==> config.mk <==
export PLATFORM = sky130hd
export DESIGN_NAME = fir_filter_with_gain_flat
export DESIGN_NICKNAME = d
export VERILOG_FILES = /design/src/rtl/core/fir_pkg.sv /design/src/rtl/core/fir_if.sv /design/src/rtl/core/fir_filter_with_gain.sv /design/src/rtl/core/fir_taps.sv /design/src/rtl/core/fir_gain.sv /design/src/flat_wrapper.sv
export SDC_FILE = /design/constraint.sdc
export NUM_CORES = 2
export LEC_CHECK = 0
export BUFFER_PORTS_ARGS = -buffer_cell sky130_fd_sc_hd__buf_2
export CAP_MARGIN = 20
export CORE_ASPECT_RATIO = 2
export CORE_UTILIZATION = 31
export DETAILED_ROUTE_END_ITERATION = 7
export GPL_TIMING_DRIVEN = 1
export HOLD_SLACK_MARGIN = 0.08
export PLACE_DENSITY = 0.52
export SLEW_MARGIN = 5
export SYNTH_ARGS = -nofsm -noshare
export SYNTH_HDL_FRONTEND = slang
export SYNTH_SLANG_ARGS = --single-unit
==> constraint.sdc <==
create_clock -name clk -period 6.5 [get_ports clk]
set_input_delay 0.65 -clock clk [delete_from_list [all_inputs] [get_ports clk]]
set_output_delay 0.65 -clock clk [all_outputs]
set_load 0.01 [all_outputs]
==> src/rtl/core/fir_pkg.sv <==
// ----------------------------------------------------------------------------
// fir_pkg
// Shared constants, input codes and control types of the gain-scaled FIR
// filter.
// ----------------------------------------------------------------------------
package fir_pkg;

	// default configuration
	localparam int TAPS_DEF       = 16;
	localparam int DATA_WIDTH_DEF = 16;
	localparam int FRAC_BITS_DEF  = 15;

	// accumulator width plus data width
	localparam int ACC_SPAN = 63;

	// width of the coefficient index field
	localparam int TAP_INDEX_W = 4;

	// input word kinds
	localparam logic KIND_COEF   = 1'b0;
	localparam logic KIND_SAMPLE = 1'b1;

	// control from the top level to the tap engine
	typedef struct packed {
		logic coef_we;
		logic samp_we;
	} taps_ctrl_t;

	// status from the tap engine
	typedef struct packed {
		logic busy;
		logic sat;
	} taps_stat_t;

endpackage

==> src/rtl/core/fir_if.sv <==
// ----------------------------------------------------------------------------
// fir_if
// Valid/ready channels of the FIR filter: input words, gain writes and
// filter results.
// ----------------------------------------------------------------------------

// input word: coefficient write or new sample
interface fir_in_if #(
	parameter int DATA_WIDTH = fir_pkg::DATA_WIDTH_DEF
);
	logic                                valid;
	logic                                ready;
	logic                                kind;
	logic [fir_pkg::TAP_INDEX_W-1:0]     tap_index;
	logic signed [DATA_WIDTH-1:0]        value;

	modport source (output valid, kind, tap_index, value, input ready);
	modport sink (input valid, kind, tap_index, value, output ready);
endinterface

// gain register write
interface fir_cfg_if #(
	parameter int DATA_WIDTH = fir_pkg::DATA_WIDTH_DEF
);
	logic                         valid;
	logic                         ready;
	logic signed [DATA_WIDTH-1:0] data;

	modport source (output valid, data, input ready);
	modport sink (input valid, data, output ready);
endinterface

// filter result
interface fir_out_if #(
	parameter int DATA_WIDTH = fir_pkg::DATA_WIDTH_DEF
);
	logic                         valid;
	logic                         ready;
	logic signed [DATA_WIDTH-1:0] filtered;
	logic                         saturated;

	modport source (output valid, filtered, saturated, input ready);
	modport sink (input valid, filtered, saturated, output ready);
endinterface

==> src/rtl/core/fir_filter_with_gain.sv <==
// ----------------------------------------------------------------------------
// fir_filter_with_gain
// Direct-form FIR filter with a programmable output gain and saturation.
//
//   channel  dir  word                               handshake
//   item     in   kind, tap_index, value             valid/ready
//   cfg      in   data (gain register)               valid/ready
//   result   out  filtered, saturated                valid/ready
//
// A coefficient word is taken without leaving the idle state. A sample
// word holds off the input while the taps pass one at a time through the
// single tap multiplier, the multiply/accumulate pipeline drains, the gain
// engine starts, the bit-serial gain multiply runs over every gain bit and
// the output register is loaded; the next word is taken only after the
// return to idle. Reset empties the coefficient table and sample history,
// which then read as zero, and sets gain to just below one. A new word is
// taken while a result still waits on the output register; the next result
// waits in the gain step until that register is free.
// ----------------------------------------------------------------------------
module fir_filter_with_gain #(
	parameter int TAPS       = fir_pkg::TAPS_DEF,
	parameter int DATA_WIDTH = fir_pkg::DATA_WIDTH_DEF,
	parameter int FRAC_BITS  = fir_pkg::FRAC_BITS_DEF
) (
	input  logic       clk,
	input  logic       arst_n,
	fir_in_if.sink     item,
	fir_cfg_if.sink    cfg,
	fir_out_if.source  result
);
	import fir_pkg::*;

	localparam int ACC_WIDTH = ACC_SPAN - DATA_WIDTH;

	typedef enum logic [2:0] {
		ST_IDLE = 3'b001,
		ST_MAC  = 3'b010,
		ST_GAIN = 3'b100
	} state_t;

	state_t                       state_q;
	logic signed [DATA_WIDTH-1:0] gain_q;
	taps_ctrl_t                   taps_ctrl;
	taps_stat_t                   taps_stat;
	logic signed [ACC_WIDTH-1:0]  acc;
	logic                         accept;
	logic                         gain_start;
	logic                         gain_busy;
	logic signed [DATA_WIDTH-1:0] gain_y;
	logic                         gain_sat;
	logic                         out_free;
	logic                         out_load;
	logic                         res_valid_q;
	logic signed [DATA_WIDTH-1:0] filtered_q;
	logic                         saturated_q;

	// gain register
	assign cfg.ready = 1'b1;

	always_ff @(posedge clk or negedge arst_n) begin
		if (!arst_n) begin
			gain_q <= {1'b0, {(DATA_WIDTH - 1){1'b1}}};
		end else if (cfg.valid) begin
			gain_q <= cfg.data;
		end
	end

	// input word decode
	assign item.ready        = (state_q == ST_IDLE);
	assign accept            = item.valid && item.ready;
	assign taps_ctrl.coef_we = accept && (item.kind == KIND_COEF);
	assign taps_ctrl.samp_we = accept && (item.kind == KIND_SAMPLE);

	// handoffs between engines and to the output register
	assign gain_start = (state_q == ST_MAC) && !taps_stat.busy;
	assign out_free   = !res_valid_q || result.ready;
	assign out_load   = (state_q == ST_GAIN) && !gain_busy && out_free;

	// control sequence
	always_ff @(posedge clk or negedge arst_n) begin
		if (!arst_n) begin
			state_q <= ST_IDLE;
		end else begin
			case (state_q)
				ST_IDLE: begin
					if (taps_ctrl.samp_we) begin
						state_q <= ST_MAC;
					end
				end
				ST_MAC: begin
					if (gain_start) begin
						state_q <= ST_GAIN;
					end
				end
				ST_GAIN: begin
					if (out_load) begin
						state_q <= ST_IDLE;
					end
				end
				default: begin
					state_q <= ST_IDLE;
				end
			endcase
		end
	end

	// output register
	always_ff @(posedge clk or negedge arst_n) begin
		if (!arst_n) begin
			res_valid_q <= 1'b0;
		end else if (out_load) begin
			res_valid_q <= 1'b1;
		end else if (result.ready) begin
			res_valid_q <= 1'b0;
		end
	end

	always_ff @(posedge clk) begin
		if (out_load) begin
			filtered_q  <= gain_y;
			saturated_q <= gain_sat;
		end
	end

	assign result.valid     = res_valid_q;
	assign result.filtered  = filtered_q;
	assign result.saturated = saturated_q;

	// tap multiply-accumulate
	fir_taps #(
		.TAPS       (TAPS),
		.DATA_WIDTH (DATA_WIDTH),
		.FRAC_BITS  (FRAC_BITS),
		.ACC_WIDTH  (ACC_WIDTH)
	) u_taps (
		.clk       (clk),
		.arst_n    (arst_n),
		.ctrl      (taps_ctrl),
		.tap_index (item.tap_index),
		.value     (item.value),
		.acc       (acc),
		.stat      (taps_stat)
	);

	// gain scaling and output clamp
	fir_gain #(
		.DATA_WIDTH (DATA_WIDTH),
		.FRAC_BITS  (FRAC_BITS),
		.ACC_WIDTH  (ACC_WIDTH)
	) u_gain (
		.clk       (clk),
		.arst_n    (arst_n),
		.start     (gain_start),
		.gain      (gain_q),
		.acc       (acc),
		.acc_sat   (taps_stat.sat),
		.filtered  (gain_y),
		.saturated (gain_sat),
		.busy      (gain_busy)
	);

	// the two engines never overlap
	a_no_overlap: assert property (@(posedge clk) disable iff (!arst_n)
		!(taps_stat.busy && gain_busy))
		else $error("tap engine and gain engine busy together");

	// gain engine starts right after the accumulator settles
	a_gain_follows: assert property (@(posedge clk) disable iff (!arst_n)
		(state_q == ST_MAC) && !taps_stat.busy |=> gain_busy)
		else $error("gain engine did not start");

	// a result only appears out of the gain step
	a_result_src: assert property (@(posedge clk) disable iff (!arst_n)
		$rose(res_valid_q) |-> $past(state_q == ST_GAIN))
		else $error("result word loaded outside the gain step");

endmodule

==> src/rtl/core/fir_taps.sv <==
// ----------------------------------------------------------------------------
// fir_taps
// Coefficient and sample memories with a one-tap-per-cycle multiply and
// saturating accumulate pipeline.
// ----------------------------------------------------------------------------
module fir_taps #(
	parameter int TAPS       = fir_pkg::TAPS_DEF,
	parameter int DATA_WIDTH = fir_pkg::DATA_WIDTH_DEF,
	parameter int FRAC_BITS  = fir_pkg::FRAC_BITS_DEF,
	parameter int ACC_WIDTH  = fir_pkg::ACC_SPAN - DATA_WIDTH
) (
	input  logic                             clk,
	input  logic                             arst_n,
	input  fir_pkg::taps_ctrl_t              ctrl,
	input  logic [fir_pkg::TAP_INDEX_W-1:0]  tap_index,
	input  logic signed [DATA_WIDTH-1:0]     value,
	output logic signed [ACC_WIDTH-1:0]      acc,
	output fir_pkg::taps_stat_t              stat
);
	import fir_pkg::*;

	localparam int AW = $clog2(TAPS);
	localparam int FW = $clog2(TAPS + 1);
	localparam int IW = ((AW > TAP_INDEX_W) ? AW : TAP_INDEX_W) + 1;
	localparam int PW = 2 * DATA_WIDTH;
	localparam int SW = ((ACC_WIDTH > PW) ? ACC_WIDTH : PW) + 1;

	logic signed [DATA_WIDTH-1:0] cmem [TAPS];
	logic signed [DATA_WIDTH-1:0] smem [TAPS];
	logic [TAPS-1:0]              cvalid_q;
	logic [AW-1:0]                wptr_q;
	logic [AW-1:0]                rptr_q;
	logic [AW-1:0]                k_q;
	logic [AW-1:0]                wptr_nxt;
	logic [AW-1:0]                rptr_dec;
	logic [FW-1:0]                fill_q;
	logic                         issue_q;
	logic [IW-1:0]                cidx;
	logic                         cwr_ok;

	logic signed [DATA_WIDTH-1:0] coef_s1;
	logic signed [DATA_WIDTH-1:0] samp_s1;
	logic                         cval_s1;
	logic                         sval_s1;
	logic                         go_s1;
	logic signed [PW-1:0]         prod_s2;
	logic                         go_s2;

	logic signed [DATA_WIDTH-1:0] op_c;
	logic signed [DATA_WIDTH-1:0] op_s;
	logic signed [PW-1:0]         prod_sh;
	logic signed [SW-1:0]         sum;
	logic signed [SW-1:0]         acc_hi;
	logic signed [SW-1:0]         acc_lo;
	logic signed [ACC_WIDTH-1:0]  acc_nxt;
	logic                         acc_ovf;
	logic signed [ACC_WIDTH-1:0]  acc_q;
	logic                         sat_q;

	// coefficient index range check
	assign cidx   = IW'(tap_index);
	assign cwr_ok = ctrl.coef_we && (cidx < IW'(TAPS));

	// circular pointer steps
	assign wptr_nxt = (wptr_q == AW'(TAPS - 1)) ? '0 : wptr_q + 1'b1;
	assign rptr_dec = (rptr_q == '0) ? AW'(TAPS - 1) : rptr_q - 1'b1;

	// memory writes
	always_ff @(posedge clk) begin
		if (cwr_ok) begin
			cmem[cidx[AW-1:0]] <= value;
		end
		if (ctrl.samp_we) begin
			smem[wptr_nxt] <= value;
		end
	end

	// sequencing: pointers, fill count, tap counter, stage valids
	always_ff @(posedge clk or negedge arst_n) begin
		if (!arst_n) begin
			cvalid_q <= '0;
			wptr_q   <= '0;
			rptr_q   <= '0;
			k_q      <= '0;
			fill_q   <= '0;
			issue_q  <= 1'b0;
			go_s1    <= 1'b0;
			go_s2    <= 1'b0;
		end else begin
			if (cwr_ok) begin
				cvalid_q[cidx[AW-1:0]] <= 1'b1;
			end
			if (ctrl.samp_we) begin
				wptr_q  <= wptr_nxt;
				rptr_q  <= wptr_nxt;
				k_q     <= '0;
				issue_q <= 1'b1;
				if (fill_q != FW'(TAPS)) begin
					fill_q <= fill_q + 1'b1;
				end
			end else if (issue_q) begin
				k_q    <= k_q + 1'b1;
				rptr_q <= rptr_dec;
				if (k_q == AW'(TAPS - 1)) begin
					issue_q <= 1'b0;
				end
			end
			go_s1 <= issue_q;
			go_s2 <= go_s1;
		end
	end

	// unwritten coefficients and samples from before start-up read as zero
	assign op_c = cval_s1 ? coef_s1 : '0;
	assign op_s = sval_s1 ? samp_s1 : '0;

	// floor shift of the product and saturating add
	assign prod_sh = prod_s2 >>> FRAC_BITS;
	assign sum     = SW'(acc_q) + SW'(prod_sh);
	assign acc_hi  = SW'({1'b0, {(ACC_WIDTH - 1){1'b1}}});
	assign acc_lo  = ~acc_hi;

	always_comb begin
		acc_ovf = 1'b0;
		acc_nxt = ACC_WIDTH'(sum);
		if (sum > acc_hi) begin
			acc_ovf = 1'b1;
			acc_nxt = ACC_WIDTH'(acc_hi);
		end else if (sum < acc_lo) begin
			acc_ovf = 1'b1;
			acc_nxt = ACC_WIDTH'(acc_lo);
		end
	end

	// read, multiply and accumulate stages
	always_ff @(posedge clk) begin
		coef_s1 <= cmem[k_q];
		samp_s1 <= smem[rptr_q];
		cval_s1 <= cvalid_q[k_q];
		sval_s1 <= FW'(k_q) < fill_q;
		prod_s2 <= op_c * op_s;
		if (ctrl.samp_we) begin
			acc_q <= '0;
			sat_q <= 1'b0;
		end else if (go_s2) begin
			acc_q <= acc_nxt;
			sat_q <= sat_q | acc_ovf;
		end
	end

	assign acc       = acc_q;
	assign stat.busy = issue_q | go_s1 | go_s2;
	assign stat.sat  = sat_q;

endmodule

==> src/rtl/core/fir_gain.sv <==
// ----------------------------------------------------------------------------
// fir_gain
// Bit-serial gain multiply of the accumulator, most significant gain bit
// first, then floor shift and output saturation.
// ----------------------------------------------------------------------------
module fir_gain #(
	parameter int DATA_WIDTH = fir_pkg::DATA_WIDTH_DEF,
	parameter int FRAC_BITS  = fir_pkg::FRAC_BITS_DEF,
	parameter int ACC_WIDTH  = fir_pkg::ACC_SPAN - DATA_WIDTH
) (
	input  logic                         clk,
	input  logic                         arst_n,
	input  logic                         start,
	input  logic signed [DATA_WIDTH-1:0] gain,
	input  logic signed [ACC_WIDTH-1:0]  acc,
	input  logic                         acc_sat,
	output logic signed [DATA_WIDTH-1:0] filtered,
	output logic                         saturated,
	output logic                         busy
);
	import fir_pkg::*;

	localparam int PW = ACC_WIDTH + DATA_WIDTH;
	localparam int CW = $clog2(DATA_WIDTH);

	logic signed [PW-1:0]   prod_q;
	logic [DATA_WIDTH-1:0]  gsh_q;
	logic [CW-1:0]          cnt_q;
	logic                   run_q;
	logic signed [PW-1:0]   addend;
	logic signed [PW-1:0]   shifted;
	logic signed [PW-1:0]   lim_hi;
	logic signed [PW-1:0]   lim_lo;

	// partial product for the current gain bit
	assign addend = gsh_q[DATA_WIDTH-1] ? PW'(acc) : '0;

	// step counter
	always_ff @(posedge clk or negedge arst_n) begin
		if (!arst_n) begin
			run_q <= 1'b0;
			cnt_q <= '0;
		end else if (start) begin
			run_q <= 1'b1;
			cnt_q <= '0;
		end else if (run_q) begin
			cnt_q <= cnt_q + 1'b1;
			if (cnt_q == CW'(DATA_WIDTH - 1)) begin
				run_q <= 1'b0;
			end
		end
	end

	// shift-add: sign bit weighs negative, the rest double and add
	always_ff @(posedge clk) begin
		if (start) begin
			gsh_q <= gain;
		end else if (run_q) begin
			gsh_q <= gsh_q << 1;
			if (cnt_q == '0) begin
				prod_q <= -addend;
			end else begin
				prod_q <= (prod_q <<< 1) + addend;
			end
		end
	end

	// floor shift and clamp to the data range
	assign shifted = prod_q >>> FRAC_BITS;
	assign lim_hi  = {{(ACC_WIDTH + 1){1'b0}}, {(DATA_WIDTH - 1){1'b1}}};
	assign lim_lo  = ~lim_hi;

	always_comb begin
		saturated = acc_sat;
		filtered  = DATA_WIDTH'(shifted);
		if (shifted > lim_hi) begin
			saturated = 1'b1;
			filtered  = DATA_WIDTH'(lim_hi);
		end else if (shifted < lim_lo) begin
			saturated = 1'b1;
			filtered  = DATA_WIDTH'(lim_lo);
		end
	end

	assign busy = run_q;

endmodule
==> src/flat_wrapper.sv <==
// flat-port wrapper written by rule: the top's interface ports become plain ports
module fir_filter_with_gain_flat import fir_pkg::*;
#(
	parameter int TAPS       = fir_pkg::TAPS_DEF,
	parameter int DATA_WIDTH = fir_pkg::DATA_WIDTH_DEF,
	parameter int FRAC_BITS  = fir_pkg::FRAC_BITS_DEF
)
  (clk, arst_n, item_valid, item_kind, item_tap_index, item_value, item_ready, cfg_valid, cfg_data, cfg_ready, result_valid, result_filtered, result_saturated, result_ready);
  fir_in_if #(.DATA_WIDTH(DATA_WIDTH)) item_i ();
  fir_cfg_if #(.DATA_WIDTH(DATA_WIDTH)) cfg_i ();
  fir_out_if #(.DATA_WIDTH(DATA_WIDTH)) result_i ();
  input  logic clk;
  input  logic arst_n;
  input wire logic [$bits(item_i.valid)-1:0] item_valid;
  input wire logic [$bits(item_i.kind)-1:0] item_kind;
  input wire logic [$bits(item_i.tap_index)-1:0] item_tap_index;
  input wire logic [$bits(item_i.value)-1:0] item_value;
  output wire logic [$bits(item_i.ready)-1:0] item_ready;
  input wire logic [$bits(cfg_i.valid)-1:0] cfg_valid;
  input wire logic [$bits(cfg_i.data)-1:0] cfg_data;
  output wire logic [$bits(cfg_i.ready)-1:0] cfg_ready;
  output wire logic [$bits(result_i.valid)-1:0] result_valid;
  output wire logic [$bits(result_i.filtered)-1:0] result_filtered;
  output wire logic [$bits(result_i.saturated)-1:0] result_saturated;
  input wire logic [$bits(result_i.ready)-1:0] result_ready;
  assign item_i.valid = item_valid;
  assign item_i.kind = item_kind;
  assign item_i.tap_index = item_tap_index;
  assign item_i.value = item_value;
  assign item_ready = item_i.ready;
  assign cfg_i.valid = cfg_valid;
  assign cfg_i.data = cfg_data;
  assign cfg_ready = cfg_i.ready;
  assign result_valid = result_i.valid;
  assign result_filtered = result_i.filtered;
  assign result_saturated = result_i.saturated;
  assign result_i.ready = result_ready;
  fir_filter_with_gain #(.TAPS(TAPS), .DATA_WIDTH(DATA_WIDTH), .FRAC_BITS(FRAC_BITS)) u_core (.clk(clk), .arst_n(arst_n), .item(item_i), .cfg(cfg_i), .result(result_i));
endmodule
# Yosys cells after proc, flatten, opt, wreduce, memory -nomap -nowiden
# Memories as Yosys holds them, arrays and structs flattened. A register that Yosys moved wholly into a read port is not among the register bits.
# Index checks and enable logic that the tools add are counted.
[totals]
regBits = 239
ramBits = 512
inputBits = 42
wordCells = 118
mem_count = 2
[memory_table]
columns = ["name", "words", "word_bits", "read_ports", "rd_ports_with_merged_regs", "wr", "line_no", "text"]
rows = [
  ["u_core.u_taps.cmem", 16, 16, 1, 1, 1, "fir_taps.sv:28", "logic signed [DATA_WIDTH-1:0] cmem [TAPS];"],
  ["u_core.u_taps.smem", 16, 16, 1, 1, 1, "fir_taps.sv:29", "logic signed [DATA_WIDTH-1:0] smem [TAPS];"],
]
[op_classes]
addsub = 8
mul = 1
magnitude_cmp = 9
n_eq_ne = 10
muxes = 39
n_bitwise = 6
reduce_logical = 21
[ops]
columns = ["op", "count"]
rows = [
  ["$mux W63", 2],
  ["$mux W47", 2],
  ["$mux W16", 5],
  ["$add A63 B63 Y63", 1],
  ["$neg A63 Y63", 1],
  ["$add A47 B17 Y48", 1],
  ["$gt A48 B16 Y1 const B", 1],
  ["$gt A48 B47 Y1 const B", 1],
  ["$lt A48 B16 Y1 const B", 1],
  ["$lt A48 B47 Y1 const B", 1],
  ["$mul A16 B16 Y32", 1],
  ["$mux W4", 8],
  ["$mux W1", 16],
  ["$or A16 B16 Y16", 1],
  ["$lt A4 B5 Y1 const B", 3],
  ["$add A4 B1 Y4 const B", 3],
  ["$eq A4 B4 Y1 const B", 3],
  ["$mux W3", 3],
  ["$pmux W3 S3", 1],
  ["$logic_and A1 B1 Y1", 8],
  ["$logic_not A4 Y1", 2],
  ["$reduce_bool A2 Y1", 3],
  ["$add A5 B1 Y5 const B", 1],
  ["$lt A4 B5 Y1", 1],
  ["17 further kinds", 24],
]

# Longest topological paths before layout
[logic_depth]
word_depth = 6
mapped_depth = 29

# Cells and area by module
# A second synthesis with hierarchy kept.
[hier_totals]
hier_cells = 4273
hier_area_um2 = 48938.2
[modules_own_cells]
columns = ["module", "n_inst", "cells_per_inst", "area_per_inst_um2", "seq_area_each_um2"]
rows = [
  ["fir_taps", 1, 2716, 36613.9, 18257.5],
  ["fir_gain", 1, 1483, 10966.8, 2497.4],
  ["fir_filter_with_gain", 1, 74, 1357.6, 1031.0],
]

# Worst setup path after synthesis
# OpenSTA, ideal clock, no wires.
[synth_path]
kind = "register to register"
from = "reg u_core.u_taps.cval_s1"
to = "reg u_core.u_taps.prod_s2[30]"
t_arrival_ns = 6.728
required_time_ns = 6.377
setup_slack_ns = -0.351
path_stages_with_launch = 28
path_buffers = 2
path_cell_list = "dfxtp_1 -> clkbuf_1 -> and2_1 -> clkbuf_1 -> nand2_1 -> inv_1 -> fa_1 -> inv_1 -> fa_1 -> inv_1 -> fa_1 -> fa_1 -> fa_1 -> inv_1 -> fa_1 -> inv_1 -> ha_1 -> a21o_1 -> a221o_1 -> a21oi_1 -> nand3_1 -> a2bb2oi_1 -> a221o_1 -> a21oi_1 -> nor2b_1 -> o21ai_0 -> a21oi_1 -> xor2_1"
[synth_between]
elab_chain_cells = 2
[synth_lines]
columns = ["element", "line_no", "text"]
rows = [
  ["start: declaration", "fir_taps.sv:43", "logic cval_s1;"],
  ["start signal: assignment", "fir_taps.sv:139", "cval_s1 <= cvalid_q[k_q];"],
  ["$mux W16", "fir_taps.sv:114", "assign op_c = cval_s1 ? coef_s1 : '0;"],
  ["$mul A16 B16 Y32", "fir_taps.sv:141", "prod_s2 <= op_c * op_s;"],
  ["end signal: assignment", "fir_taps.sv:141", ""],
  ["end: declaration", "fir_taps.sv:46", "logic signed [PW-1:0] prod_s2;"],
]
# No other way between the ends.
# A chain may end at the register's enable or synchronous reset.

# Final worst setup path
[layout_path]
from = "reg u_core.u_taps.sval_s1"
to = "reg u_core.u_taps.prod_s2[30]"
[layout_between]
elab_chain_cells = 2
[layout_lines]
columns = ["element", "line_no", "text"]
rows = [
  ["start: declaration", "fir_taps.sv:44", "logic sval_s1;"],
  ["start signal: assignment", "fir_taps.sv:140", "sval_s1 <= FW'(k_q) < fill_q;"],
  ["$mux W16", "fir_taps.sv:115", "assign op_s = sval_s1 ? samp_s1 : '0;"],
  ["$mul A16 B16 Y32", "fir_taps.sv:141", ""],
]
# No other way between the ends.

==> flow_summary_export.csv <==
group,metric,value,unit
status,status,"finished, violations left",
worst_setup_path,slowest_stage,"fa_2",
worst_setup_path,ff2ff_path_depth,26,
min_path,holdPathStages,2,
clock_tree,cts_tree,"done",
routing,post_drt_wl_per_cell,21.2,µm
worst_setup_path,worst_setup_path_end_kind,"flop",
synthesis,ys_dominant_reg_cell,"edfxtp_1",
final_layout,num-nets-final,4706,
sta,finalHoldViolations,0,
worst_setup_path,crit_family,"adder cells",
min_path,worstHoldPathType,"in2reg",
routing,vias_per_cell,5.01,
sta,drv_slew,0,
routing,wl_met2,78100,µm
routing,vias,30958,
clock_tree,clk-insertion-delay-late,0.69,ns
synthesis,ys_seq_area_share,47.1,%
worst_setup_path,crit_type,"reg2reg",
run,max-cap-violations,0,
sta,fin_ws,-0.0330,ns
die,rows,200,
sta,period_share,101,%
clock_tree,htreeDepth,3,
global_route,track_usage,17.5,%
placement,hpwl,101000,µm
routing,wirelength_met1,41400,µm
global_route,grt_max_degree,98,
worst_setup_path,start_kind,"flop",
sta,rsz0062_at_grt,"true",
worst_setup_path,r2r_start,"u_core.u_taps.sval_s1",
worst_setup_path,path_common_cell,"fa_1",
synthesis,synth_mux_area_share,7.57,%
clock_tree,cts-root-buf,"clkbuf_16",
sta,skew,0.0306,ns
synthesis,synth_top_family_by_area,"adder cells",
synthesis,yosys_warnings,0,
clock_tree,cts.clk_slew.worst_paths,0.07,ns
global_route,antenna_found_initial,1,
synthesis,netlist_area,46300,µm²
die,die_area,151000,µm²
placement,place_congestion,0.953,
routing,dr.max_layer_used,"met4",
die,coreArea,148000,µm²
clock_tree,cts_buffers,75,
die,ioPinCount,62,
die,fp.dieW,275,µm
die,die-height,548,µm
worst_setup_path,crit_path_start,"u_core.u_taps.sval_s1",
sta,max_freq,153,MHz
final_layout,drive_gt1_share,18.3,%
clock_tree,clkSinkCount,768,
clock_tree,cts_max_path_buffers,3,
worst_setup_path,cp.required,7.05,ns
global_route,grt_pass1_vias,33506,
status,violations,"DRC, setup timing",
worst_setup_path,cp_num_buf_inv,6,
sta,post-route-min-period,6.53,ns
synthesis,syn_nets,4477,
sta,worst_pin_slew,0.969,ns
worst_setup_path,crit_cells,26,
synthesis,synth_async_sr_flop_share,7.94,%
synthesis,syn_inst,3970,
worst_setup_path,cp_max_fo,5,
global_route,grt-ovfl-total,0,
routing,ant_nets,0,
min_path,min_from,"cfg_data[14]",
synthesis,synth_xor_xnor_area_share,3.16,%
sta,tns,-0.0497,ns
routing,first_iter_violations,1393,
placement,io_buffers,60,
synthesis,yosysUniqueCellTypes,88,
routing,drcViolationCount,6,
worst_setup_path,arrival,7.09,ns
synthesis,synth_simple_gate_area_share,10.7,%
synthesis,synth_area_per_cell,11.7,µm²
sta,finalSetupViolations,2,
final_layout,area_delta_synth_final,16.2,%
worst_setup_path,slowest_delay,0.57,ns
sta,max-slew-margin-rel,34.6,%
routing,wl_met3,3290,µm
global_route,grt_pass1_wl,198000,µm
synthesis,synthAdderAreaFrac,17.6,%
synthesis,synth-seq-cells,768,
routing,dr.pass1.iters,7,
synthesis,synth_compound_area_share,9.28,%
die,initial_core_util,31.2,%
routing,drt_wl_total,131000,µm
synthesis,synth-edff-count,608,
## metrics by stage
step                cells  hold slack [ns]  utilization, %  worst slack [ns]  instance area [µm²]
floorplan            3970            0.348               -           0.00186                46300
global placement     6020            0.354            34.1            -0.393                50500
detailed placement   6020            0.358            34.1            -0.437                50500
CTS                  6169            0.152            36.1           -0.0917                53400
global route         6181            0.177            36.3            -0.286                53700
finish               6181            0.201            36.3           -0.0330                53700
## state kept, by name, indices dropped and copies added, names as in the netlist, 4 cells and up
register and flops:
u_core.result.filtered 16, u_core.u_taps.wptr_q 4, u_core.u_taps.cvalid_q 16, u_core.u_taps.prod_s2 17, u_core.u_gain.cnt_q 4, u_core.u_taps.acc 47
u_core.u_taps.rptr_q 4, u_core.gain_q 16, u_core.u_taps.samp_s1 16, u_core.u_taps.fill_q 5, u_core.u_gain.gsh_q 16, u_core.u_gain.prod_q 63
u_core.u_taps.smem 256, u_core.u_taps.cmem 256, u_core.u_taps.k_q 4, u_core.u_taps.coef_s1 16
## layout make-up
| cell class | instances | area (µm²) |
|---|---|---|
| Clock inverter | 36 | 482 |
| Clock buffer | 103 | 2070 |
| Timing Repair Buffer | 336 | 2680 |
| Multi-Input combinational cell | 2643 | 22900 |
| Antenna cell | 1 | 2.50 |
| Sequential cell | 768 | 21800 |
| Fill cell | 14670 | 94400 |
| Inverter | 375 | 1410 |
| Tap cell | 1919 | 2400 |
## cells by family after synthesis
group | after synthesis
and+or+nand+nor | 1074
DFF | 768
AOI/OAI and AO/OA | 699
buffers and inverters | 559
adders and majority gates | 501
muxes | 201
xor gates and xnor gates | 167
other | 1
## layer usage
metal,GRT usage (%),vias up
met4,10.0,0
met3,1.88,319
li1,-,14513
met1,15.4,15558
met2,36.7,568
met5,0,-
## worst paths after layout
check                                             to  slack, ns
max reg2reg                u_core.u_taps.prod_s2[30]      -0.03
max in group asynchronous       u_core.u_taps.k_q[1]       5.27
min in group asynchronous    u_core.u_taps.wptr_q[0]       0.62
min reg2reg                      u_core.u_taps.go_s2       0.37
max                        u_core.u_taps.prod_s2[30]      -0.03
min                                u_core.gain_q[14]       0.20
## cells in the mapped netlist, drive strengths merged (63+ instances only)
master / number / area (µm²)
o21ai: 209 / 1050
edfxtp: 608 / 18300
ha: 202 / 2530
dfxtp: 99 / 1980
mux4: 117 / 2640
and2: 63 / 394
inv: 375 / 1410
nand3: 66 / 343
mux2i: 67 / 674
fa: 263 / 5270
a21oi: 230 / 1160
xnor2: 111 / 972
clkbuf: 158 / 594
nor2: 284 / 1070
nand2: 408 / 1530
## repair_timing
action	4_1_cts	5_1_grt
hold endpoints to repair	10	0
resized for setup	82	67
hold buffers	1	0
setup endpoints to repair	11	7
cloned	2	1
pin swaps	17	31
buffers inserted	7	11
## cells in the final DEF (no fill, tap or decap), types with 18 or more instances in the layout
master	n
buf_2	59
nand2_1	391
a221oi_1	19
nand4_1	46
inv_1	359
and2_1	41
edfxtp_1	608
o21ai_0	203
nor4_1	21
o21bai_1	19
nand2b_1	29
fa_1	248
ha_1	197
nand3_1	60
and2_4	18
nor3_1	31
or2_2	23
a21o_1	61
a31oi_1	22
dfxtp_1	96
clkbuf_16	76
xnor2_1	110
nor2_1	263
dfrtp_1	40
nor2b_1	30
buf_4	241
clkbuf_1	19
mux4_2	117
xor2_1	56
maj3_1	36
mux2i_1	66
a21oi_1	222
Power is not shown: default switching activity piles up to over one toggle a cycle in this logic, so the estimate is an artifact.
